### config.mk
export PLATFORM = sky130hd
export DESIGN_NAME = hrpp_queue
export DESIGN_NICKNAME = d
export VERILOG_FILES = /design/src/hdl/hrpp_queue.sv
export SDC_FILE = /design/constraint.sdc
export NUM_CORES = 1
export LEC_CHECK = 0
export CAP_MARGIN = 0
export CORE_ASPECT_RATIO = 1.1
export CORE_MARGIN = 3
export CORE_UTILIZATION = 42
export CTS_BUF_LIST = sky130_fd_sc_hd__clkbuf_2 sky130_fd_sc_hd__clkbuf_4 sky130_fd_sc_hd__clkbuf_8
export DETAILED_ROUTE_END_ITERATION = 8
export DONT_BUFFER_PORTS = 1
export PLACE_DENSITY = 0.59
export SLEW_MARGIN = 20
export SYNTH_ARGS = -nofsm -noshare
export SYNTH_HDL_FRONTEND = slang
export SYNTH_SLANG_ARGS = --single-unit
### constraint.sdc
create_clock -name clk -period 2.6 [get_ports clk]
set_clock_uncertainty 0.15 [all_clocks]
set_input_delay 0.26 -clock clk [delete_from_list [all_inputs] [get_ports clk]]
set_output_delay 0.26 -clock clk [all_outputs]
set_load 0.05 [all_outputs]
### src/hdl/hrpp_queue.sv
// ----------------------------------------------------------------------------
// Two-entry queue
// Decouples the front from the back so that each side can stall alone.
// ----------------------------------------------------------------------------
`default_nettype none

module hrpp_queue #(
  parameter int WIDTH = 32
) (
  input  wire logic             clk,
  input  wire logic             rst,
  input  wire logic             push,
  input  wire logic [WIDTH-1:0] push_data,
  output logic                  full,
  input  wire logic             pop,
  output logic                  not_empty,
  output logic [WIDTH-1:0]      pop_data
);

  logic [WIDTH-1:0] mem [2];
  logic             wr_ptr;
  logic             rd_ptr;
  logic [1:0]       count;

  assign full      = (count == 2'd2);
  assign not_empty = (count != 2'd0);
  assign pop_data  = mem[rd_ptr];

  always_ff @(posedge clk) begin
    if (push) begin
      mem[wr_ptr] <= push_data;
    end
  end

  always_ff @(posedge clk) begin
    if (rst) begin
      wr_ptr <= 1'b0;
      rd_ptr <= 1'b0;
      count  <= 2'd0;
    end else begin
      if (push) begin
        wr_ptr <= ~wr_ptr;
      end
      if (pop) begin
        rd_ptr <= ~rd_ptr;
      end
      count <= count + {1'b0, push} - {1'b0, pop};
    end
  end

endmodule

`default_nettype wire

==> impl_metrics.csv <==
group,metric,value,unit
yosys,yosys.area.top_type,"edfxtp_1",
worst_setup_path,worstReg2RegStart,"wr_ptr$_SDFFE_PP0P_",
timing,tightest_slew,0.900,ns
floorplan,die-area,7390,µm²
worst_hold_path,worstHoldPathType,"input port to register",
timing,drv_slew,0,
worst_setup_path,cp-start-kind,"register",
timing,final_hold_viol_count,0,
worst_hold_path,min-delay-start,"push",
yosys,yosys_warnings,0,
yosys,syn_nets,159,
worst_setup_path,end_kind,"output pin",
placement,dp.cells,198,
worst_setup_path,critPathRequiredTime,2.19,ns
yosys,syn_area,2690,µm²
worst_setup_path,cp.arrival,1.60,ns
timing,tns,0,ns
placement,dp_hpwl,2.73,mm
layout,layout.cells.non_filler,248,
worst_setup_path,cp_max_fo,20,
detailed_routing,via_count,1185,
floorplan,initial_utilization,44.8,%
cts,numClockSinks,69,
global_routing,antenna_found_initial,0,
global_routing,grt_pass1_vias,1351,
placement,gp_congestion,0.649,
yosys,yosys.area.top_type_share,71.6,%
power,finalPower,2.62,mW
floorplan,die_y,89.9,µm
status,status,"completed",
yosys,yosysUniqueCellTypes,14,
detailed_routing,vias_per_cell,4.78,
cts,ctsLongestPathBuffers,2,
global_routing,grt_max_degree,33,
floorplan,coreArea,5990,µm²
cts,cts_inserted_buffers,9,
worst_setup_path,rrSetupSlack,1.00,ns
timing,rsz0062_at_grt,"no",
yosys,yosys_register_bits,69,
detailed_routing,drc,0,
timing,period_minus_slack,2.01,ns
power,p_per_area,796,nW/µm²
layout,postLayoutCoreUtil,55.0,%
cts,cts_root_buf,"clkbuf_8",
global_routing,grt_pass1_wl,6.37,mm
detailed_routing,wl_per_cell,16.3,µm
placement,port-buffer-count,0,
cts,htree_levels,3,
timing,setup_ws,0.590,ns
detailed_routing,ant_nets,0,
floorplan,num_io_pins,70,
cts,insertion_delay,0.32,ns
worst_setup_path,crit_type,"register to output pin",
yosys,syn_inst,121,
yosys,synthTopCellsByArea,"edfxtp_1 (72%), mux2_4 (17%), dfxtp_1 (3.7%), buf_12 (2.2%), ha_1 (0.93%)",
layout,drive_above_1_share,30.4,%
global_routing,grt_overflow,0,
global_routing,grt_usage,12.0,%
cts,cts_resized,0,
cts,cts_setup_buffers,0,
detailed_routing,firstDrtPassIters,4,
power,p_leak,1.21,nW
detailed_routing,drt_iter0_drc,26,
yosys,yosysSeqAreaShare,75.3,%
timing,max_freq,0.498,GHz
layout,area_growth,22.7,%
floorplan,rows,29,
detailed_routing,wl,4.05,mm
placement,place_ws,0.913,ns
floorplan,fp.dieW,82.2,µm
power,irDropWorstVdd,0.000501,V
cts,tritoncts,"done",
layout,antenna_cells,0,
yosys,synth.avg_cell_area,22.2,µm²
timing,finalSetupViolCount,0,
cts,path_clk_slew,0.06,ns
timing,min_period_over_period,77.3,%
timing,relSlewSlack,39.9,%
job,maxCapViolations,0,
layout,nets,205,
-- synth_stat cells --
| cell | number |
|---|---|
| nor2b_1 | 3 |
| or2_2 | 1 |
| and2_1 | 1 |
| edfxtp_1 | 64 |
| dfxtp_1 | 5 |
| nor2_1 | 4 |
| ha_1 | 2 |
| mux2_2 | 2 |
| buf_12 | 3 |
| inv_1 | 2 |
| buf_6 | 1 |
| xnor3_1 | 1 |
| xnor2_1 | 2 |
| mux2_4 | 30 |
-- where the power goes --
part	total (mW)	internal (mW)	switching [mW]
Sequential	1.33	1.30	0.0345
Clock	0.797	0.464	0.333
Combinational	0.497	0.172	0.324
-- state kept, by name (all words and copies together), names as in the netlist, named ones only --
name / count
wr_ptr: 1
mem: 64
rd_ptr: 1
count: 2
-- layer usage --
layer,global-route usage [%],share of wire [%],up-vias
met5,0,0,-
met2,20.7,57,46
met3,5.90,7.7,6
met4,5.40,1.6,0
li1,-,-,555
met1,11.5,34,578
-- final timing paths --
path | cells past startpoint | end
hold reg to reg | 2 | rd_ptr$_SDFFE_PP0P_
setup reg to reg | 1 | mem[0][23]$_DFFE_PP_
setup / recovery | 2 | pop_data[20]
hold / removal | 2 | count[0]$_SDFF_PP0_
-- logic make-up after synthesis --
logic type / Yosys count / synth area share [%]
flops: 69 / 75.3
fa+ha+maj: 2 / 0.932
xor+xnor: 3 / 1.49
mux: 32 / 17.6
simple gates: 9 / 1.72
buf+inv: 6 / 2.94
-- cells in the final DEF, fill, tap and decap left out --
cell / n
nor2b_4: 1
mux2_4: 30
nor2_1: 4
and2_1: 1
clkinv_1: 2
clkbuf_8: 9
dfxtp_2: 1
dfxtp_1: 4
dlygate4sd3_1: 35
buf_12: 1
nor2b_1: 2
edfxtp_1: 64
ha_1: 2
inv_1: 2
or2_2: 1
bufinv_16: 1
clkbuf_4: 3
buf_4: 3
xnor3_1: 1
xnor2_1: 2
mux2_2: 2
-- critical path, stage by stage, from the launching register on --
cell,delay (ns)
dfxtp_2,0.61
buf_12,0.26
mux2_4,0.40
-- final cells by class --
| cell class | instances | area [µm²] |
|---|---|---|
| Timing Repair Buffer | 39 | 393 |
| Tap cell | 77 | 96.3 |
| Clock buffer | 12 | 146 |
| Inverter | 2 | 7.51 |
| Fill cell | 481 | 2690 |
| Sequential cell | 69 | 2020 |
| Multi-Input combinational cell | 46 | 592 |
| Clock inverter | 3 | 37.5 |
-- timing repair --
action	4_1_cts	5_1_grt
endpoints found under the setup margin	0	0
hold endpoints to repair	69	0
hold buffers	35	0
-- through the flow --
| stage | cell area (µm²) | hold WS [ns] |
|---|---|---|
| floorplan | 2690 | 0.182 |
| global placement | 2760 | 0.184 |
| detailed placement | 2760 | 0.184 |
| CTS | 3300 | 0.00988 |
| global route | 3300 | 0.0409 |
| finish | 3300 | 0.0335 |
Note: power is estimated with default switching activity, not from simulation.
