==> src/hdl/hrpp_pkg.sv <==
// ----------------------------------------------------------------------------
// Head-relative point projection package
// Shared constants, configuration types and the roll CORDIC angle table.
// ----------------------------------------------------------------------------
`default_nettype none

package hrpp_pkg;

  // Angle units are 1/2^ANGLE_FRAC_BITS degree.
  localparam int ANGLE_FRAC_BITS = 6;

  // Fixed field widths of the ports.
  localparam int AZ_W   = 15;
  localparam int PIT_W  = 14;
  localparam int ROLL_W = 15;
  localparam int TOL_W  = 14;
  localparam int CX_W   = 7;
  localparam int CY_W   = 6;
  localparam int SCR_W  = 10;
  localparam int DP_W   = PIT_W + 1;  // pitch difference width

  // Configuration port.
  localparam int CFG_IDX_W  = 3;
  localparam int CFG_DATA_W = 15;

  typedef enum logic [CFG_IDX_W-1:0] {
    REG_HEAD_AZIMUTH     = 3'd0,
    REG_HEAD_PITCH       = 3'd1,
    REG_HEAD_ROLL        = 3'd2,
    REG_WINDOW_TOLERANCE = 3'd3,
    REG_CENTER_X         = 3'd4,
    REG_CENTER_Y         = 3'd5,
    REG_ROLL_ENABLE      = 3'd6
  } cfg_reg_t;

  // Reset values.
  localparam int TOL_RESET_DEG = 40;
  localparam int CX_RESET      = 63;
  localparam int CY_RESET      = 31;

  // Roll trigonometry: Q2.16 results, Q30 CORDIC vector, degrees * 2^16 angle.
  localparam int TRIG_W       = 18;
  localparam int TRIG_ONE     = 65536;
  localparam int XY_W         = 33;
  localparam int K_Q30        = 652032874;
  localparam int CORDIC_ITERS = 16;
  localparam int IT_W         = 4;
  localparam int DEG_FRAC     = 16;
  localparam int ATAN_W       = 23;
  localparam int ROUND_SHIFT  = 14;
  localparam int ROUND_HALF   = 8192;

  // Screen geometry.
  localparam int PIX_PER_DEG  = 5;
  localparam int SCREEN_W_MAX = 127;
  localparam int SCREEN_H_MAX = 63;
  localparam int SCR_MAX      = 511;
  localparam int SCR_MIN      = -512;

  // Width of the signed azimuth offset after the wrap correction.
  function automatic int offset_width(input int frac);
    offset_width = $clog2(32768 + (360 << frac)) + 1;
  endfunction

  // atan(2^-i) in degrees * 65536.
  function automatic logic [ATAN_W-1:0] atan_deg(input logic [IT_W-1:0] i);
    logic [ATAN_W-1:0] v;
    unique case (i)
      4'd0:  v = 23'd2949120;
      4'd1:  v = 23'd1740967;
      4'd2:  v = 23'd919879;
      4'd3:  v = 23'd466945;
      4'd4:  v = 23'd234379;
      4'd5:  v = 23'd117304;
      4'd6:  v = 23'd58666;
      4'd7:  v = 23'd29335;
      4'd8:  v = 23'd14668;
      4'd9:  v = 23'd7334;
      4'd10: v = 23'd3667;
      4'd11: v = 23'd1833;
      4'd12: v = 23'd917;
      4'd13: v = 23'd458;
      4'd14: v = 23'd229;
      4'd15: v = 23'd115;
      default: v = '0;
    endcase
    atan_deg = v;
  endfunction

  // Window test settings seen by the front.
  typedef struct packed {
    logic [AZ_W-1:0]         head_azimuth;
    logic signed [PIT_W-1:0] head_pitch;
    logic [TOL_W-1:0]        window_tolerance;
  } win_cfg_t;

  // Projection settings seen by the back.
  typedef struct packed {
    logic                     roll_enable;
    logic signed [TRIG_W-1:0] roll_cosine;
    logic signed [TRIG_W-1:0] roll_sine;
    logic [CX_W-1:0]          center_x;
    logic [CY_W-1:0]          center_y;
  } proj_cfg_t;

endpackage

`default_nettype wire

==> src/hdl/hrpp_front.sv <==
// ----------------------------------------------------------------------------
// Front: window test and offsets
// Accepts a point, tests it against the view window and forms the wrapped
// head-minus-target offsets for the queue.
// ----------------------------------------------------------------------------
`default_nettype none

module hrpp_front #(
  parameter int ANGLE_FRAC_BITS = hrpp_pkg::ANGLE_FRAC_BITS,
  parameter int AW = hrpp_pkg::offset_width(ANGLE_FRAC_BITS)
) (
  input  wire logic                               in_valid,
  output logic                                    in_ready,
  input  wire logic [hrpp_pkg::AZ_W-1:0]          point_azimuth,
  input  wire logic signed [hrpp_pkg::PIT_W-1:0]  point_pitch,
  input  wire logic                               queue_full,
  input  wire logic                               busy,
  input  wire hrpp_pkg::win_cfg_t                 win_cfg,
  output logic                                    push,
  output logic                                    in_window,
  output logic signed [AW-1:0]                    az_off,
  output logic signed [hrpp_pkg::DP_W-1:0]        pitch_off
);

  localparam int F  = ANGLE_FRAC_BITS;
  localparam int DW = AW + 1;
  localparam logic signed [AW-1:0] A_FULL = AW'(360 << F);
  localparam logic signed [AW-1:0] A_HALF = AW'(180 << F);
  localparam logic signed [DW-1:0] D_FULL = DW'(360 << F);

  logic signed [DW-1:0]                 az_diff;
  logic signed [DW-1:0]                 az_dist;
  logic signed [DW-1:0]                 az_wrap;
  logic signed [DW-1:0]                 tol;
  logic signed [hrpp_pkg::DP_W-1:0]     pitch_diff;
  logic [hrpp_pkg::DP_W-1:0]            pitch_dist;
  logic signed [AW-1:0]                 az_raw;

  assign in_ready = !queue_full && !busy;
  assign push     = in_valid && in_ready;

  always_comb begin
    tol     = $signed(DW'(win_cfg.window_tolerance));
    az_diff = $signed(DW'(point_azimuth)) - $signed(DW'(win_cfg.head_azimuth));
    az_dist = az_diff[DW-1] ? -az_diff : az_diff;
    in_window = 1'b1;
    // One correction by a full turn less the tolerance for the wrap.
    az_wrap = az_dist;
    if (az_dist > tol) begin
      az_wrap = az_dist - D_FULL + tol;
    end
    if (az_wrap > tol || az_wrap[DW-1]) begin
      in_window = 1'b0;
    end
    pitch_diff = hrpp_pkg::DP_W'(point_pitch) - hrpp_pkg::DP_W'(win_cfg.head_pitch);
    pitch_dist = pitch_diff[hrpp_pkg::DP_W-1] ? -pitch_diff : pitch_diff;
    if (DW'(pitch_dist) > DW'(win_cfg.window_tolerance)) begin
      in_window = 1'b0;
    end

    az_raw = $signed(AW'(win_cfg.head_azimuth)) - $signed(AW'(point_azimuth));
    if (az_raw < -A_HALF) begin
      az_off = az_raw + A_FULL;
    end else if (az_raw > A_HALF) begin
      az_off = az_raw - A_FULL;
    end else begin
      az_off = az_raw;
    end
    pitch_off = hrpp_pkg::DP_W'(win_cfg.head_pitch) - hrpp_pkg::DP_W'(point_pitch);
  end

endmodule

`default_nettype wire

==> config.mk <==
export PLATFORM = sky130hd
export DESIGN_NAME = hrpp_front
export DESIGN_NICKNAME = d
export VERILOG_FILES = /design/src/hdl/hrpp_pkg.sv /design/src/hdl/hrpp_front.sv
export SDC_FILE = /design/constraint.sdc
export NUM_CORES = 1
export LEC_CHECK = 0
export BUFFER_PORTS_ARGS = -buffer_cell sky130_fd_sc_hd__clkbuf_2
export CAP_MARGIN = 20
export CORE_ASPECT_RATIO = 1.25
export CORE_MARGIN = 3
export CORE_UTILIZATION = 55
export DETAILED_ROUTE_END_ITERATION = 10
export PLACE_DENSITY = 0.75
export SETUP_SLACK_MARGIN = 0.15
export SYNTH_ARGS = -nofsm -noshare
export SYNTH_HDL_FRONTEND = slang
export SYNTH_SLANG_ARGS = --single-unit
==> constraint.sdc <==
create_clock -name vclk -period 10.9
set_input_delay 2.18 -clock vclk [all_inputs]
set_output_delay 2.18 -clock vclk [all_outputs]
set_load 0.01 [all_outputs]
==> summary by stage <==
Power and ir drop
The total leakage power is roughly 3.6 nW. The switching component of the power is between 0.4 and 0.5 mW. The share of total power dissipated in sequential elements is 0. Of the total power, the share spent switching nets is 0.5353. The total power consumption of the routed design is 0.9196 mW. Dividing total power by cell area gives a power density of around 130 nW/um2. Of the total power, the clock network draws 0. The maximum ir drop on the vdd rail is a little under 80 uV.

Internal power comes to 0.4273 mW. Of the total power, combinational logic draws 1.000.

Layout
In the final layout, the share of cells above drive strength 1 is 0.1760. In the final layout, the multi-input gates occupy ~5700 um2. The final-layout fill cell count is 1008. The area growth from synthesis to layout is 13.69%. The design has 0 sequential cells. The area of all sequential standard cells is 0 um2. The number of diodes added for antenna fixing is 0. The count of clock-net buffers in the final layout is 0. The final net count is 1182.

Yosys
The synthesized netlist occupies a cell area of around 6200 um2. For this run, the number of Yosys warnings is 0. The commonest cells after synthesis are ha_1, inv_1, nor2_1. Synthesis produced 860 cells. The area share of the largest cell type after synthesis is 0.2719. The share of the Yosys chip area taken by registers is 0. The average instance in the mapped netlist occupies 7.171 um2. The most common cell in the synthesized netlist is ha_1. By area the synthesized netlist is led by ha_1, xnor2_1, inv_1, nor2_1, a21oi_1. The netlist uses 66 different library cells. The cell taking the most area after synthesis is ha_1.

GRT
The total routing usage reported by global routing is 0.2284. The overflow left after global routing is 0. The maximum number of pins on one net before global-route repair is 17. The number of global-route vias before repair is 5796. The initial antenna violation count is 0.

The first global-routing pass estimated about 25 mm of wire.

Floorplan
The die covers 12530 um2. For this configuration, the core starts out at a cell density of 0.5725. The number of core rows is 42. The number of top-level design ports is 110.

The die is 100.7 um wide. The die is 124.4 um tall. The area of the core is 10770 um2.

STA
Once routing completed, OpenROAD measured the worst setup slack at 0.3619 ns. The setup-violating endpoint count in the final report is 0. Setup repair after global routing left no endpoint under its margin. For the pin with the worst max-slew slack, the measured transition is 0.8865 ns.

Measured against its own limit, the worst slew margin works out to 0.4090. The highest attainable clock frequency is about 0.095 GHz. The number of slew-limit violations in the final report is 0. The final critical path time including I/O delays and setup is 10.54 ns. In the finished design, the share of the clock period the worst path needs comes to 0.9668.

The number of endpoints with negative hold slack in the final report came to 0. After routing, the total negative slack on setup checks comes to 0 ns.

Setup path
The cell at the slowest stage of the critical path is or4_4. By startpoint and endpoint, the worst setup path is classified as input pin to output pin. The critical path buffer and inverter count is 4. The element type at the critical path end is an output pin. The most prevalent standard cell on the critical path is a21o_1. The arrival time of data at the critical path endpoint is 8.36 ns. STA classifies the critical path startpoint as an input pin. Along the worst path, the maximum fanout reaches 4. The kind of cell with the highest combined delay on the critical path is simple AND/OR/NAND/NOR gates. The largest stage delay on the critical path is about 0.56 ns. The required time reported for the critical path endpoint is 8.72 ns.

Placement
The placed wire-length estimate after detailed placement is 12.98 mm. Routability-driven placement finished with a final weighted congestion of about 0.96. The post-placement worst setup slack is approximately 0.19 ns. The quantity of I/O buffers inserted on ports is 110.

Hold path
The worst hold path begins at queue_full. The hold-critical path depth is 3. The class of the most critical hold timing path is input pin to output pin. For hold timing, the worst endpoint is in_ready.

Detailed routing
Before antenna repair, the detailed router went through 5 iterations. The number of nets still failing antenna checks after routing is 0. The post-detailed-route via-to-cell ratio is 5.758. In the final routed layout, each cell accounts on average for 13.78 um. The post-route DRC violation count is 0. The iteration-0 DRC count of the detailed router is 204.

For this block, the via count after detailed routing is 6322. The final routed wirelength across all metal layers is 15.13 mm.

Clock network
The number of buffers added to fix hold violations after cts is 0.

Flow run
Max-cap violations in this run came to 0.

Status
The run finished with clean final reports.
[area by class of cell]
type / count / area share
multi-input combinational: 714 / 0.8101
timing repair buffer: 130 / 0.1010
inverter: 122 / 0.06531
tap: 132 / 0.02355
[through the flow]
stage / utilization / area (um2) / std cells / hold slack, ns
finish: 0.6509 / 7012 / 1098 / 4.583
global route: 0.6509 / 7012 / 1098 / 4.597
detailed placement: 0.6382 / 6875 / 1094 / 4.588
global placement: 0.6382 / 6875 / 1094 / 4.584
floorplan: - / 6178 / 863 / 4.407
CTS: 0.6382 / 6875 / 1094 / 4.588
[how the worst max path moves through the flow]
stage	start	to	slack [ns]	cells after the start
6_report	point_azimuth[0]	in_window	0.36	29
5_1_grt	point_azimuth[0]	in_window	0.10	29
4_1_cts	point_azimuth[0]	in_window	0.17	30
3_5_place_dp	point_azimuth[0]	in_window	0.19	30
3_3_place_gp	point_azimuth[0]	in_window	0.27	30
2_1_floorplan	point_azimuth[0]	in_window	0.55	31
[timing repair]
item | in CTS | in global routing
buffers inserted | 0 | 4
endpoints found under the setup margin | 0 | 1
gates resized for setup | 0 | 24
[power by group through the flow]
stage	Sequential (mW)	Clock (mW)	Combinational (mW)
after floorplan	0	0	0.676
after global placement	0	0	0.876
after detailed placement	0	0	0.886
after CTS	0	0	0.892
after global routing	0	0	1.03
final	0	0	0.920
[kinds of logic after synthesis]
logic type,Yosys count,synth area share
other cells,1,0.0006081
buf+inv,149,0.09677
compound gates,235,0.2607
simple gates,233,0.1927
xor+xnor,81,0.1150
fa+ha+maj,139,0.2881
mux,22,0.04606
[metal layers]
| metal | GRT usage | routed length, um | vias up |
|---|---|---|---|
| met3 | 0.004482 | 522 | 22 |
| met5 | 0 | 0 | - |
| li1 | - | - | 3255 |
| met1 | 0.2751 | 6391 | 2897 |
| met2 | 0.4467 | 7960 | 148 |
| met4 | 0.03172 | 255 | 0 |
[placed cells by master, fill, tap and decap left out, types with 14 or more instances in the layout]
master    instances
buf_4            18
nand2_1          38
xnor2_1          55
ha_1            132
a21o_1           25
inv_1           121
xor2_1           23
nor3_1           20
o21ai_0          42
nor2_1           74
nor2b_1          15
o211ai_1         14
a21oi_1          48
clkbuf_2        109
(Power assumes the default switching activity.)
