[src/hdl/hrpp_pkg.sv]
// ----------------------------------------------------------------------------
// Head-relative point projection package
// Shared constants, configuration types and the roll CORDIC angle table.
// ----------------------------------------------------------------------------
`default_nettype none

package hrpp_pkg;

  // Angle units are 1/2^ANGLE_FRAC_BITS degree.
  localparam int ANGLE_FRAC_BITS = 6;

  // Fixed field widths of the ports.
  localparam int AZ_W   = 15;
  localparam int PIT_W  = 14;
  localparam int ROLL_W = 15;
  localparam int TOL_W  = 14;
  localparam int CX_W   = 7;
  localparam int CY_W   = 6;
  localparam int SCR_W  = 10;
  localparam int DP_W   = PIT_W + 1;  // pitch difference width

  // Configuration port.
  localparam int CFG_IDX_W  = 3;
  localparam int CFG_DATA_W = 15;

  typedef enum logic [CFG_IDX_W-1:0] {
    REG_HEAD_AZIMUTH     = 3'd0,
    REG_HEAD_PITCH       = 3'd1,
    REG_HEAD_ROLL        = 3'd2,
    REG_WINDOW_TOLERANCE = 3'd3,
    REG_CENTER_X         = 3'd4,
    REG_CENTER_Y         = 3'd5,
    REG_ROLL_ENABLE      = 3'd6
  } cfg_reg_t;

  // Reset values.
  localparam int TOL_RESET_DEG = 40;
  localparam int CX_RESET      = 63;
  localparam int CY_RESET      = 31;

  // Roll trigonometry: Q2.16 results, Q30 CORDIC vector, degrees * 2^16 angle.
  localparam int TRIG_W       = 18;
  localparam int TRIG_ONE     = 65536;
  localparam int XY_W         = 33;
  localparam int K_Q30        = 652032874;
  localparam int CORDIC_ITERS = 16;
  localparam int IT_W         = 4;
  localparam int DEG_FRAC     = 16;
  localparam int ATAN_W       = 23;
  localparam int ROUND_SHIFT  = 14;
  localparam int ROUND_HALF   = 8192;

  // Screen geometry.
  localparam int PIX_PER_DEG  = 5;
  localparam int SCREEN_W_MAX = 127;
  localparam int SCREEN_H_MAX = 63;
  localparam int SCR_MAX      = 511;
  localparam int SCR_MIN      = -512;

  // Width of the signed azimuth offset after the wrap correction.
  function automatic int offset_width(input int frac);
    offset_width = $clog2(32768 + (360 << frac)) + 1;
  endfunction

  // atan(2^-i) in degrees * 65536.
  function automatic logic [ATAN_W-1:0] atan_deg(input logic [IT_W-1:0] i);
    logic [ATAN_W-1:0] v;
    unique case (i)
      4'd0:  v = 23'd2949120;
      4'd1:  v = 23'd1740967;
      4'd2:  v = 23'd919879;
      4'd3:  v = 23'd466945;
      4'd4:  v = 23'd234379;
      4'd5:  v = 23'd117304;
      4'd6:  v = 23'd58666;
      4'd7:  v = 23'd29335;
      4'd8:  v = 23'd14668;
      4'd9:  v = 23'd7334;
      4'd10: v = 23'd3667;
      4'd11: v = 23'd1833;
      4'd12: v = 23'd917;
      4'd13: v = 23'd458;
      4'd14: v = 23'd229;
      4'd15: v = 23'd115;
      default: v = '0;
    endcase
    atan_deg = v;
  endfunction

  // Window test settings seen by the front.
  typedef struct packed {
    logic [AZ_W-1:0]         head_azimuth;
    logic signed [PIT_W-1:0] head_pitch;
    logic [TOL_W-1:0]        window_tolerance;
  } win_cfg_t;

  // Projection settings seen by the back.
  typedef struct packed {
    logic                     roll_enable;
    logic signed [TRIG_W-1:0] roll_cosine;
    logic signed [TRIG_W-1:0] roll_sine;
    logic [CX_W-1:0]          center_x;
    logic [CY_W-1:0]          center_y;
  } proj_cfg_t;

endpackage

`default_nettype wire

[src/hdl/hrpp_back.sv]
// ----------------------------------------------------------------------------
// Back: rotation and screen mapping
// Three-stage pipeline: products, rotated sums scaled by five, then the
// truncating scale, centering, mirroring and saturation into the output beat.
// ----------------------------------------------------------------------------
`default_nettype none

module hrpp_back #(
  parameter int ANGLE_FRAC_BITS = hrpp_pkg::ANGLE_FRAC_BITS,
  parameter int AW = hrpp_pkg::offset_width(ANGLE_FRAC_BITS)
) (
  input  wire logic                               clk,
  input  wire logic                               rst,
  input  wire logic                               q_valid,
  output logic                                    q_pop,
  input  wire logic                               q_inside,
  input  wire logic signed [AW-1:0]               q_az_off,
  input  wire logic signed [hrpp_pkg::DP_W-1:0]   q_pitch_off,
  input  wire hrpp_pkg::proj_cfg_t                proj_cfg,
  output logic                                    out_valid,
  input  wire logic                               out_ready,
  output logic                                    in_frame,
  output logic signed [hrpp_pkg::SCR_W-1:0]       screen_x,
  output logic signed [hrpp_pkg::SCR_W-1:0]       screen_y
);

  localparam int TW  = hrpp_pkg::TRIG_W;
  localparam int PW  = AW + TW;
  localparam int SW  = PW + 1;
  localparam int MW  = SW + 3;
  localparam int K   = ANGLE_FRAC_BITS + hrpp_pkg::DEG_FRAC;
  localparam int XW  = MW - K;
  localparam int XW2 = XW + 2;
  localparam logic signed [MW-1:0]  BIAS  = MW'((64'd1 << K) - 64'd1);
  localparam logic signed [XW2-1:0] X_MAX = XW2'(hrpp_pkg::SCREEN_W_MAX);
  localparam logic signed [XW2-1:0] Y_MAX = XW2'(hrpp_pkg::SCREEN_H_MAX);
  localparam logic signed [XW2-1:0] S_HI  = XW2'(hrpp_pkg::SCR_MAX);
  localparam logic signed [XW2-1:0] S_LO  = XW2'(hrpp_pkg::SCR_MIN);

  logic                     adv;
  logic signed [TW-1:0]     cos_eff;
  logic signed [TW-1:0]     sin_eff;

  // Stage 1: products.
  logic                     v1;
  logic                     in1;
  logic signed [PW-1:0]     m_ac;
  logic signed [PW-1:0]     m_ps;
  logic signed [PW-1:0]     m_pc;
  logic signed [PW-1:0]     m_as;

  // Stage 2: rotated values times five.
  logic                     v2;
  logic                     in2;
  logic signed [MW-1:0]     rx5;
  logic signed [MW-1:0]     ry5;

  // Stage 3 logic.
  logic signed [MW-1:0]     bx;
  logic signed [MW-1:0]     by;
  logic signed [XW-1:0]     xo;
  logic signed [XW-1:0]     yo;
  logic signed [XW2-1:0]    sx_full;
  logic signed [XW2-1:0]    sy_full;
  logic signed [hrpp_pkg::SCR_W-1:0] sx;
  logic signed [hrpp_pkg::SCR_W-1:0] sy;

  // The whole pipeline moves unless a finished beat is held at the output.
  assign adv   = !out_valid || out_ready;
  assign q_pop = adv && q_valid;

  // Without roll the rotation is the identity in Q16, which gives the same
  // truncated pixel offsets.
  assign cos_eff = proj_cfg.roll_enable ? proj_cfg.roll_cosine : TW'(hrpp_pkg::TRIG_ONE);
  assign sin_eff = proj_cfg.roll_enable ? proj_cfg.roll_sine : '0;

  always_comb begin
    bx = rx5 + (rx5[MW-1] ? BIAS : '0);
    by = ry5 + (ry5[MW-1] ? BIAS : '0);
    xo = XW'(bx >>> K);
    yo = XW'(by >>> K);
    sx_full = X_MAX - XW2'(xo) - $signed(XW2'(proj_cfg.center_x));
    sy_full = Y_MAX - XW2'(yo) - $signed(XW2'(proj_cfg.center_y));
    if (sx_full > S_HI) begin
      sx = hrpp_pkg::SCR_W'(hrpp_pkg::SCR_MAX);
    end else if (sx_full < S_LO) begin
      sx = hrpp_pkg::SCR_W'(hrpp_pkg::SCR_MIN);
    end else begin
      sx = sx_full[hrpp_pkg::SCR_W-1:0];
    end
    if (sy_full > S_HI) begin
      sy = hrpp_pkg::SCR_W'(hrpp_pkg::SCR_MAX);
    end else if (sy_full < S_LO) begin
      sy = hrpp_pkg::SCR_W'(hrpp_pkg::SCR_MIN);
    end else begin
      sy = sy_full[hrpp_pkg::SCR_W-1:0];
    end
  end

  always_ff @(posedge clk) begin
    if (adv) begin
      in1  <= q_inside;
      m_ac <= q_az_off * cos_eff;
      m_ps <= q_pitch_off * sin_eff;
      m_pc <= q_pitch_off * cos_eff;
      m_as <= q_az_off * sin_eff;
      in2  <= in1;
      rx5  <= (SW'(m_ac) + SW'(m_ps)) * MW'(hrpp_pkg::PIX_PER_DEG);
      ry5  <= (SW'(m_pc) - SW'(m_as)) * MW'(hrpp_pkg::PIX_PER_DEG);
      in_frame <= in2;
      screen_x <= sx;
      screen_y <= sy;
    end
  end

  always_ff @(posedge clk) begin
    if (rst) begin
      v1        <= 1'b0;
      v2        <= 1'b0;
      out_valid <= 1'b0;
    end else if (adv) begin
      v1        <= q_valid;
      v2        <= v1;
      out_valid <= v2;
    end
  end

endmodule

`default_nettype wire

[config.mk]
export PLATFORM = sky130hd
export DESIGN_NAME = hrpp_back
export DESIGN_NICKNAME = d
export VERILOG_FILES = /design/src/hdl/hrpp_pkg.sv /design/src/hdl/hrpp_back.sv
export SDC_FILE = /design/constraint.sdc
export NUM_CORES = 2
export LEC_CHECK = 0
export ABC_AREA = 1
export ABC_CLOCK_PERIOD_IN_PS = 9400
export BUFFER_PORTS_ARGS = -buffer_cell sky130_fd_sc_hd__buf_2
export CAP_MARGIN = 20
export CORE_UTILIZATION = 45
export DETAILED_ROUTE_END_ITERATION = 8
export PLACE_DENSITY = 0.72
export SLEW_MARGIN = 10
export SYNTH_ARGS = -nofsm -noshare
export SYNTH_HDL_FRONTEND = slang
export SYNTH_SLANG_ARGS = --single-unit
[constraint.sdc]
create_clock -name clk -period 9.4 [get_ports clk]
set_clock_uncertainty 0.1 [all_clocks]
set_input_delay 0.94 -clock clk [delete_from_list [all_inputs] [get_ports clk]]
set_output_delay 0.94 -clock clk [all_outputs]
set_load 0.01 [all_outputs]
==> metrics.txt <==
status finished, final reports clean; placed cell count 9141; mapped cell area 61500 um^2; CTS sink cnt 240; WP buf/inv 7; syn avg cell area 8.39 um^2; Hold Crit Class register to register; initial DRC count 3556; Remaining Overflow, GRT 0; core area 135000 um^2; most used cell, CP fa_1; Num CTS Buffers 34; Max-Cap Viols 0; commonest non-fill, non-tap cell in the layout inv_1; Async SR Flop Fraction 0; CTS Hold Bufs 0; fin util 0.484; commonest non-fill, non-tap cells in the layout inv_1, nand2_1, fa_1, nor2_1, ha_1; Synth Register Bits 240; vias in the first global route 50000; Final setup viols 0; fin crit share 0.899; fmax 0.118 GHz; Critical-path top delay cell nand2_1; pre-CTS WS 0.655 ns; routed length per instance 19.0 um; crit path launch proj_cfg[49]; Mapped Cells 7333; DRC viols 0; Most used DFF post-synth edfxtp_1; # port buffers 109; CP arrival 8.68 ns; setup ws final 0.953 ns; Clock transition at path regs 0.06 ns; Die Area 138000 um^2; synthesis warning total 0; CTS tree done; Rows 135; min cycle time layout 8.45 ns; CP required 9.63 ns; clock tree buffer depth 3; Unique masters post-synth 57; DRT Pass-1 Iters 8; share of cells above drive strength 1 0.0480; Worst R2R Start m_ps[0]; sequential cell area fraction in the yosys report 0.117; # H-tree levels 2; postcts setup bufs 0; Cell Count, Final, Fillers Out 9204; post-synth top area cell fa_1; final slew viol count 0; GP Congestion 0.983; I/O pins 110; Layout Nets 9277; Setup Total Neg Slack 0 ns; hpwl dp 144000 um; largest stage delay on the critical path 0.75 ns; Worst Tran Pin Value 1.08 ns; DIE WIDTH 372 um; crit path max fanout 36; top cell family by delay on the critical path adder cells; clock latency on the worst-skew pair 0.59 ns; Layout fillers 13100; unrepaired setup endpoints after global routing no; Die H 372 um; Synth area leaders fa_1, ha_1, edfxtp_1; antenna-violating nets left 0; Synth-to-Final Area Change 6.59%; Slew headroom 0.282; post-cts sizing count 0; Fin. Hold Viols 0; Post-synth EDFFs 237; Initial Util 0.454; DR vias 48400; drt via density 5.26; overall routing resource usage 0.261; root buffer cell clkbuf_16; top-area cell type share of the netlist area 0.374; startpoint types input pin; Setup crit end kind register; first-pass GRT wire length 278000 um; type of the worst setup path input pin to register; pin count of the biggest net entering global routing 119; min-delay src in2; WL final 175000 um; Synthesized Nets 9213; initial antenna violation count 12
==> path summary, 6_finish.rpt <==
| kind | end | slack, ns | cells past startpoint |
|---|---|---|---|
| max | m_as[32] | 0.95 | 25 |
| min | in_frame | 0.32 | 0 |
| max reg2reg | rx5[38] | 3.45 | 28 |
| min reg2reg | in_frame | 0.32 | 0 |
==> area by class of cell <==
class,count,area [um^2],area share
diodes,1,2.50,0.0000382
clock buffers,36,858,0.0131
clock inverters,25,283,0.00431
inverters,1713,6440,0.0982
multi-input cells,5189,47200,0.720
flip-flops and latches,240,7180,0.109
well taps,1781,2230,0.0340
repair buffers,219,1390,0.0212
==> per-stage QoR <==
stage	area [um^2]	hold WS [ns]
after global placement	64400	0.304
after detailed placement	64400	0.314
after CTS	65500	0.322
final	65500	0.321
after global routing	65500	0.340
after floorplan	61500	0.300
==> Yosys cell counts (4+ instances only) <==
cell	instances
buf_1	12
a21boi_1	14
nor2_2	8
o21ai_0	108
xnor2_1	120
o221ai_1	8
a211oi_1	6
nand4_1	24
a21oi_1	330
o31ai_1	7
nand3_2	8
nor2_1	859
edfxtp_1	237
o21a_1	16
clkbuf_1	179
nor4_1	10
inv_2	4
o211ai_1	11
xor2_1	197
nor3_1	32
o21ai_1	30
nand2_4	4
o21ai_2	6
nand2_2	33
clkinv_1	18
inv_1	1691
or2_2	4
nand3_1	124
a21boi_0	8
ha_1	643
fa_1	1150
a31oi_1	43
nand2_1	1323
a221oi_1	4
a21o_1	16
o21bai_1	13
==> routing by layer <==
layer	wire, um	part of all wire	GRT usage
met2	78800	0.45	0.413
met4	8550	0.049	0.112
met5	131	0.00075	0
met1	70700	0.40	0.340
met3	17100	0.098	0.0640
==> kinds of logic (layout without fill, tap and decap cells) <==
family / count (synthesis) / after routing / synth area share
flops: 240 / 240 / 0.117
other cells: 0 / 1 / 0
xor+xnor: 318 / 318 / 0.0454
compound gates: 633 / 633 / 0.0583
simple gates: 2445 / 2445 / 0.158
buf+inv: 1904 / 1993 / 0.116
fa+ha+maj: 1793 / 1793 / 0.505
==> flip-flops by register name, summed over array words and instances, names as in the netlist, 10 cells and up <==
| register | count |
|---|---|
| rx5 | 39 |
| ry5 | 39 |
| m_ac | 35 |
| m_as | 35 |
| m_pc | 33 |
| m_ps | 33 |
| screen_x | 10 |
| screen_y | 10 |
Power is left out: the tool's default activity adds up to more than one toggle a clock period on the data nets, which glitch-free logic cannot reach.
