==> src/hdl/hrpp_pkg.sv <==
// ----------------------------------------------------------------------------
// Head-relative point projection package
// Shared constants, configuration types and the roll CORDIC angle table.
// ----------------------------------------------------------------------------
`default_nettype none

package hrpp_pkg;

  // Angle units are 1/2^ANGLE_FRAC_BITS degree.
  localparam int ANGLE_FRAC_BITS = 6;

  // Fixed field widths of the ports.
  localparam int AZ_W   = 15;
  localparam int PIT_W  = 14;
  localparam int ROLL_W = 15;
  localparam int TOL_W  = 14;
  localparam int CX_W   = 7;
  localparam int CY_W   = 6;
  localparam int SCR_W  = 10;
  localparam int DP_W   = PIT_W + 1;  // pitch difference width

  // Configuration port.
  localparam int CFG_IDX_W  = 3;
  localparam int CFG_DATA_W = 15;

  typedef enum logic [CFG_IDX_W-1:0] {
    REG_HEAD_AZIMUTH     = 3'd0,
    REG_HEAD_PITCH       = 3'd1,
    REG_HEAD_ROLL        = 3'd2,
    REG_WINDOW_TOLERANCE = 3'd3,
    REG_CENTER_X         = 3'd4,
    REG_CENTER_Y         = 3'd5,
    REG_ROLL_ENABLE      = 3'd6
  } cfg_reg_t;

  // Reset values.
  localparam int TOL_RESET_DEG = 40;
  localparam int CX_RESET      = 63;
  localparam int CY_RESET      = 31;

  // Roll trigonometry: Q2.16 results, Q30 CORDIC vector, degrees * 2^16 angle.
  localparam int TRIG_W       = 18;
  localparam int TRIG_ONE     = 65536;
  localparam int XY_W         = 33;
  localparam int K_Q30        = 652032874;
  localparam int CORDIC_ITERS = 16;
  localparam int IT_W         = 4;
  localparam int DEG_FRAC     = 16;
  localparam int ATAN_W       = 23;
  localparam int ROUND_SHIFT  = 14;
  localparam int ROUND_HALF   = 8192;

  // Screen geometry.
  localparam int PIX_PER_DEG  = 5;
  localparam int SCREEN_W_MAX = 127;
  localparam int SCREEN_H_MAX = 63;
  localparam int SCR_MAX      = 511;
  localparam int SCR_MIN      = -512;

  // Width of the signed azimuth offset after the wrap correction.
  function automatic int offset_width(input int frac);
    offset_width = $clog2(32768 + (360 << frac)) + 1;
  endfunction

  // atan(2^-i) in degrees * 65536.
  function automatic logic [ATAN_W-1:0] atan_deg(input logic [IT_W-1:0] i);
    logic [ATAN_W-1:0] v;
    unique case (i)
      4'd0:  v = 23'd2949120;
      4'd1:  v = 23'd1740967;
      4'd2:  v = 23'd919879;
      4'd3:  v = 23'd466945;
      4'd4:  v = 23'd234379;
      4'd5:  v = 23'd117304;
      4'd6:  v = 23'd58666;
      4'd7:  v = 23'd29335;
      4'd8:  v = 23'd14668;
      4'd9:  v = 23'd7334;
      4'd10: v = 23'd3667;
      4'd11: v = 23'd1833;
      4'd12: v = 23'd917;
      4'd13: v = 23'd458;
      4'd14: v = 23'd229;
      4'd15: v = 23'd115;
      default: v = '0;
    endcase
    atan_deg = v;
  endfunction

  // Window test settings seen by the front.
  typedef struct packed {
    logic [AZ_W-1:0]         head_azimuth;
    logic signed [PIT_W-1:0] head_pitch;
    logic [TOL_W-1:0]        window_tolerance;
  } win_cfg_t;

  // Projection settings seen by the back.
  typedef struct packed {
    logic                     roll_enable;
    logic signed [TRIG_W-1:0] roll_cosine;
    logic signed [TRIG_W-1:0] roll_sine;
    logic [CX_W-1:0]          center_x;
    logic [CY_W-1:0]          center_y;
  } proj_cfg_t;

endpackage

`default_nettype wire

==> src/hdl/hrpp_cfg.sv <==
// ----------------------------------------------------------------------------
// Configuration registers and roll CORDIC
// Holds the pose and screen settings and turns a roll write into cosine and
// sine with a 16-step iterative CORDIC.
// ----------------------------------------------------------------------------
`default_nettype none

module hrpp_cfg #(
  parameter int ANGLE_FRAC_BITS = hrpp_pkg::ANGLE_FRAC_BITS
) (
  input  wire logic                              clk,
  input  wire logic                              rst,
  input  wire logic                              cfg_valid,
  output logic                                   cfg_ready,
  input  wire logic [hrpp_pkg::CFG_IDX_W-1:0]    cfg_index,
  input  wire logic [hrpp_pkg::CFG_DATA_W-1:0]   cfg_data,
  output logic                                   busy,
  output hrpp_pkg::win_cfg_t                     win_cfg,
  output hrpp_pkg::proj_cfg_t                    proj_cfg
);

  localparam int F     = ANGLE_FRAC_BITS;
  localparam int ZSH   = hrpp_pkg::DEG_FRAC - F;
  localparam int ZRAW  = hrpp_pkg::ROLL_W + ZSH;
  localparam int ZW    = (ZRAW > 26 ? ZRAW : 26) + 1;
  localparam int XYW   = hrpp_pkg::XY_W;
  localparam int TW    = hrpp_pkg::TRIG_W;
  localparam int ITW   = hrpp_pkg::IT_W;

  localparam logic signed [ZW-1:0] Z_FULL    = ZW'(360 * 65536);
  localparam logic signed [ZW-1:0] Z_HALF    = ZW'(180 * 65536);
  localparam logic signed [ZW-1:0] Z_QUARTER = ZW'(90 * 65536);
  localparam logic [31:0]          TOL_RST   = 32'(hrpp_pkg::TOL_RESET_DEG) << F;
  localparam logic signed [TW-1:0] T_ONE     = TW'(hrpp_pkg::TRIG_ONE);
  localparam logic [ITW-1:0]       IT_LAST   = ITW'(hrpp_pkg::CORDIC_ITERS - 1);

  typedef enum logic [4:0] {
    ST_IDLE   = 5'b00001,
    ST_REDUCE = 5'b00010,
    ST_FOLD   = 5'b00100,
    ST_ITER   = 5'b01000,
    ST_DONE   = 5'b10000
  } roll_state_t;

  roll_state_t state;

  logic signed [ZW-1:0]  z;
  logic signed [XYW-1:0] x;
  logic signed [XYW-1:0] y;
  logic [ITW-1:0]        it;
  logic                  neg;

  logic signed [ZW-1:0]  z_half_fold;
  logic signed [ZW-1:0]  z_fold;
  logic                  neg_fold;
  logic signed [XYW-1:0] x_sh;
  logic signed [XYW-1:0] y_sh;
  logic signed [ZW-1:0]  atan_step;
  logic signed [XYW-1:0] x_rnd;
  logic signed [XYW-1:0] y_rnd;
  logic                  wr;

  assign cfg_ready = (state == ST_IDLE);
  assign busy      = (state != ST_IDLE);
  assign wr        = cfg_valid && cfg_ready;

  // Fold the reduced angle into -90..90 degrees, remembering a half turn.
  always_comb begin
    if (z >= Z_HALF) begin
      z_half_fold = z - Z_FULL;
    end else if (z < -Z_HALF) begin
      z_half_fold = z + Z_FULL;
    end else begin
      z_half_fold = z;
    end
    if (z_half_fold > Z_QUARTER) begin
      z_fold   = z_half_fold - Z_HALF;
      neg_fold = 1'b1;
    end else if (z_half_fold < -Z_QUARTER) begin
      z_fold   = z_half_fold + Z_HALF;
      neg_fold = 1'b1;
    end else begin
      z_fold   = z_half_fold;
      neg_fold = 1'b0;
    end
  end

  assign x_sh      = x >>> it;
  assign y_sh      = y >>> it;
  assign atan_step = $signed(ZW'(hrpp_pkg::atan_deg(it)));
  assign x_rnd     = (x + XYW'(hrpp_pkg::ROUND_HALF)) >>> hrpp_pkg::ROUND_SHIFT;
  assign y_rnd     = (y + XYW'(hrpp_pkg::ROUND_HALF)) >>> hrpp_pkg::ROUND_SHIFT;

  always_ff @(posedge clk) begin
    if (rst) begin
      state                     <= ST_IDLE;
      win_cfg.head_azimuth      <= '0;
      win_cfg.head_pitch        <= '0;
      win_cfg.window_tolerance  <= TOL_RST[hrpp_pkg::TOL_W-1:0];
      proj_cfg.center_x         <= hrpp_pkg::CX_W'(hrpp_pkg::CX_RESET);
      proj_cfg.center_y         <= hrpp_pkg::CY_W'(hrpp_pkg::CY_RESET);
      proj_cfg.roll_enable      <= 1'b1;
      proj_cfg.roll_cosine      <= T_ONE;
      proj_cfg.roll_sine        <= '0;
    end else begin
      unique case (state)
        ST_IDLE: begin
          if (wr) begin
            unique case (hrpp_pkg::cfg_reg_t'(cfg_index))
              hrpp_pkg::REG_HEAD_AZIMUTH:
                win_cfg.head_azimuth <= cfg_data[hrpp_pkg::AZ_W-1:0];
              hrpp_pkg::REG_HEAD_PITCH:
                win_cfg.head_pitch <= $signed(cfg_data[hrpp_pkg::PIT_W-1:0]);
              hrpp_pkg::REG_HEAD_ROLL: begin
                z     <= ZW'($signed(cfg_data[hrpp_pkg::ROLL_W-1:0])) <<< ZSH;
                state <= ST_REDUCE;
              end
              hrpp_pkg::REG_WINDOW_TOLERANCE:
                win_cfg.window_tolerance <= cfg_data[hrpp_pkg::TOL_W-1:0];
              hrpp_pkg::REG_CENTER_X:
                proj_cfg.center_x <= cfg_data[hrpp_pkg::CX_W-1:0];
              hrpp_pkg::REG_CENTER_Y:
                proj_cfg.center_y <= cfg_data[hrpp_pkg::CY_W-1:0];
              hrpp_pkg::REG_ROLL_ENABLE:
                proj_cfg.roll_enable <= cfg_data[0];
              default: ;
            endcase
          end
        end
        ST_REDUCE: begin
          // Remainder by a full turn, keeping the sign of the angle.
          if (z >= Z_FULL) begin
            z <= z - Z_FULL;
          end else if (z <= -Z_FULL) begin
            z <= z + Z_FULL;
          end else begin
            state <= ST_FOLD;
          end
        end
        ST_FOLD: begin
          neg <= neg_fold;
          if (z_fold == '0) begin
            proj_cfg.roll_cosine <= neg_fold ? -T_ONE : T_ONE;
            proj_cfg.roll_sine   <= '0;
            state                <= ST_IDLE;
          end else begin
            z     <= z_fold;
            x     <= XYW'(hrpp_pkg::K_Q30);
            y     <= '0;
            it    <= '0;
            state <= ST_ITER;
          end
        end
        ST_ITER: begin
          if (!z[ZW-1]) begin
            x <= x - y_sh;
            y <= y + x_sh;
            z <= z - atan_step;
          end else begin
            x <= x + y_sh;
            y <= y - x_sh;
            z <= z + atan_step;
          end
          it <= it + 1'b1;
          if (it == IT_LAST) begin
            state <= ST_DONE;
          end
        end
        ST_DONE: begin
          proj_cfg.roll_cosine <= neg ? -x_rnd[TW-1:0] : x_rnd[TW-1:0];
          proj_cfg.roll_sine   <= neg ? -y_rnd[TW-1:0] : y_rnd[TW-1:0];
          state                <= ST_IDLE;
        end
        default: state <= ST_IDLE;
      endcase
    end
  end

endmodule

`default_nettype wire

==> config.mk <==
export PLATFORM = sky130hd
export DESIGN_NAME = hrpp_cfg
export DESIGN_NICKNAME = d
export VERILOG_FILES = /design/src/hdl/hrpp_pkg.sv /design/src/hdl/hrpp_cfg.sv
export SDC_FILE = /design/constraint.sdc
export NUM_CORES = 1
export LEC_CHECK = 0
export BUFFER_PORTS_ARGS = -buffer_cell sky130_fd_sc_hd__buf_4
export CAP_MARGIN = 5
export CELL_PAD_IN_SITES_DETAIL_PLACEMENT = 1
export CELL_PAD_IN_SITES_GLOBAL_PLACEMENT = 1
export CORE_UTILIZATION = 45
export DETAILED_ROUTE_END_ITERATION = 10
export GPL_TIMING_DRIVEN = 0
export HOLD_SLACK_MARGIN = 0.15
export PLACE_DENSITY_LB_ADDON = 0.05
export SLEW_MARGIN = 20
export SYNTH_ARGS = -nofsm -noshare
export SYNTH_HDL_FRONTEND = slang
export SYNTH_SLANG_ARGS = --single-unit
==> constraint.sdc <==
create_clock -name clk -period 10.2 [get_ports clk]
set_input_delay 1.02 -clock clk [delete_from_list [all_inputs] [get_ports clk]]
set_output_delay 1.02 -clock clk [all_outputs]
set_load 0.005 [all_outputs]
==> reports/metrics.cfg <==
[run_status]
outcome = finished clean

[route]
wl_per_cell_um = 23.67
wl_um = 72520
num_vias = 18897
drt_iter0_drc = 1561
postRouteAntennaNets = 0
drcViolationCount = 0
drtPass1Iterations = 5
vias_per_cell = 6.167

[yosys]
yosysTopAreaCell = edfxtp_1
synth-edff-count = 98
synth.avg_cell_area_um2 = 8.533
ys_seq_elements = 218
ys_seq_area_frac = 0.2715
ys.flop_type = dfxtp_1
ys_async_sr_fraction = 0
synth_area_leaders = edfxtp_1 15%, dfxtp_1 12%, mux4_2 7.2%
syn_nets = 2443
yosysTopAreaCellShare = 0.1495
synth_cell_types = 84
yosys_warnings = 0
netlist_instances = 2307
synthesis.area_um2 = 19690

[finish]
area_delta_synth_final_pct = 13.60
fill_cells = 5148
nNetsFinal = 2593
drive_gt1_frac = 0.1239
layout_common_cells = 243 x nor2_1, 233 x nand2_1, 174 x a21oi_1
finish.utilization = 0.5191
layout_commonest_cell = nor2_1

[clocking]
cts_resized = 0
numCtsBuffers = 28
cts_tree = built
cts_buffer_depth = 3
htree_levels = 1
root_buffer = clkbuf_16
path_clk_slew_ns = 0.06
ctsHoldBuffers = 0
postCtsSetupBuffers = 0
cts.sinks = 218
insertion_delay_ns = 0.59

[sta]
min_period_over_period = 0.7884
hold_viol = 0
finalSetupViolCount = 0
slew-limit-headroom = 0.1992
finClkSkew_ns = 0.01576
period_minus_slack_ns = 8.042
grt_setup_unrepaired = no
max_freq_mhz = 124.4
final_max_slew_viol_count = 0
worstMarginPinSlew_ns = 1.201

[floorplanning]
chipHeight_um = 211.2
die_x_um = 211.2
ios = 116
dieArea_um2 = 44580
design.core.area_um2 = 43080
num_rows = 76
initial_core_util = 0.4570

[worst_setup_path]
cp_max_fo = 10
crit_type = flop to flop
crit_path_top_delay_cell = buf_1
startpoint = it[0]
cp.arrival_ns = 8.35
worst_path_most_repeated_cell = a21oi_1
cp.required_ns = 10.51
cp-start-kind = flop
reg2reg_from = it[0]
endpoint_kind = flop
crit_chain = buf_2, buf_1, clkbuf_1, mux4_2, mux2_2, a21oi_1, ha_1, nand2_1, o21ai_0, ha_1, a21o_1, a21oi_1, nor2b_1, or4_1, a41o_1, a31oi_1, a211o_1, a311o_1, o211ai_1, o41ai_1, o2111ai_1, a21oi_1, xor2_1, nor2_1
crit_path_max_incr_delay_ns = 0.73

[global_route]
grt_pass1_vias = 18962
met1_usage = 0.4581
grt.busiest_layer = met2
grt_max_degree = 21
grt_pass1_wl_um = 112200
grtUsageTotal = 0.3228
antenna_found_initial = 3
gr-usage-met3 = 0.04490
overflow = 0
use_met2 = 0.5159

[placed_design]
gp_congestion = 0.9692
portBuffers = 114
place_hpwl_um = 56880

[power_and_ir_drop]
p_leak_nw = 8.925
finalPower_mw = 2.088
powerDensity_nw_per_um2 = 93.36
vdd_drop_max_mv = 0.1448

[hold_path]
hp-class = flop to flop
worstHoldStart = win_cfg[13]

[run]
drv_cap = 0

worst max-delay path, delay by kind of cell (launching register included):
family	cells	cell delay, ns
XOR/XNOR	1	0.17
adder cells (fa/ha/maj)	2	0.68
multiplexers	2	0.88
buffers and inverters	3	1.75
AO/OA/AOI/OAI	12	3.26
flip-flops	1	0.35
AND/OR/NAND/NOR	4	0.67
metal layers:
metal / vias to the layer above / routed length, µm
li1: 8695 / -
met1: 9415 / 33380
met2: 674 / 32200
met3: 109 / 5368
met4: 4 / 1547
met5: - / 22
flip-flops by register name, summed over array words and instances, names as in the netlist:
| signal | flops |
|---|---|
| state | 5 |
| proj_cfg | 50 |
| y | 33 |
| it | 4 |
| win_cfg | 43 |
| atan_step | 22 |
| neg | 1 |
| x | 33 |
| z | 27 |
cell usage after synthesis (all sizes together) (43+ instances only):
master	n
ha	112
nand3	45
a21oi	177
xnor2	116
o21ai	114
nor3	55
edfxtp	98
nor2	243
a21o	43
inv	63
xor2	116
nand2	233
mux4	63
dfxtp	120
clkbuf	88
mux2i	91
cell families after synthesis:
group | count (synthesis) | synth area share
AO/OA/AOI/OAI | 558 | 0.1806
XOR/XNOR | 232 | 0.1032
adder cells (fa/ha/maj) | 115 | 0.07424
buffers and inverters | 191 | 0.03839
flip-flops | 218 | 0.2715
multiplexers | 190 | 0.1389
AND/OR/NAND/NOR | 803 | 0.1931
through the flow:
| step | cell area (µm²) | hold WS (ns) | setup TNS, ns | cells | worst slack [ns] |
|---|---|---|---|---|---|
| 6_report | 22360 | 0.4548 | 0 | 3064 | 2.158 |
| 5_1_grt | 22360 | 0.4721 | 0 | 3063 | 1.675 |
| 4_1_cts | 22350 | 0.4583 | 0 | 3063 | 2.200 |
| 3_5_place_dp | 21390 | 0.4502 | 0 | 3012 | 2.219 |
| 3_3_place_gp | 21270 | 0.4436 | -25.90 | 3006 | -0.3772 |
| 2_1_floorplan | 19690 | 0.4527 | 0 | 2307 | 2.679 |
path summary, 6_finish.rpt:
kind / end / slack, ns / cells after the start
worst max register to register: x[31] / 2.16 / 24
worst min-delay path: win_cfg[13] / 0.45 / 2
worst min register to register: win_cfg[13] / 0.45 / 2
worst max-delay path: x[31] / 2.16 / 24
power by group:
| part | leakage (nW) | internal [mW] | switching [mW] | total [mW] |
|---|---|---|---|---|
| logic | 6.57 | 0.0543 | 0.0865 | 0.141 |
| registers | 1.87 | 0.915 | 0.00662 | 0.922 |
| clock network | 0.476 | 0.606 | 0.419 | 1.02 |
area by class of cell:
cell class                      instances  area (µm²)  area share
Multi-Input combinational cell       1898       13610      0.6085
Sequential cell                       218        5345      0.2390
Timing Repair Buffer                  120       953.4     0.04264
Clock buffer                           43       895.9     0.04006
Tap cell                              585       732.0     0.03273
Buffer                                128       520.5     0.02328
Inverter                               63       236.5     0.01058
Clock inverter                          8       68.82    0.003077
Antenna cell                            1       2.502   0.0001119
Note: power is estimated with default switching activity, not from simulation.
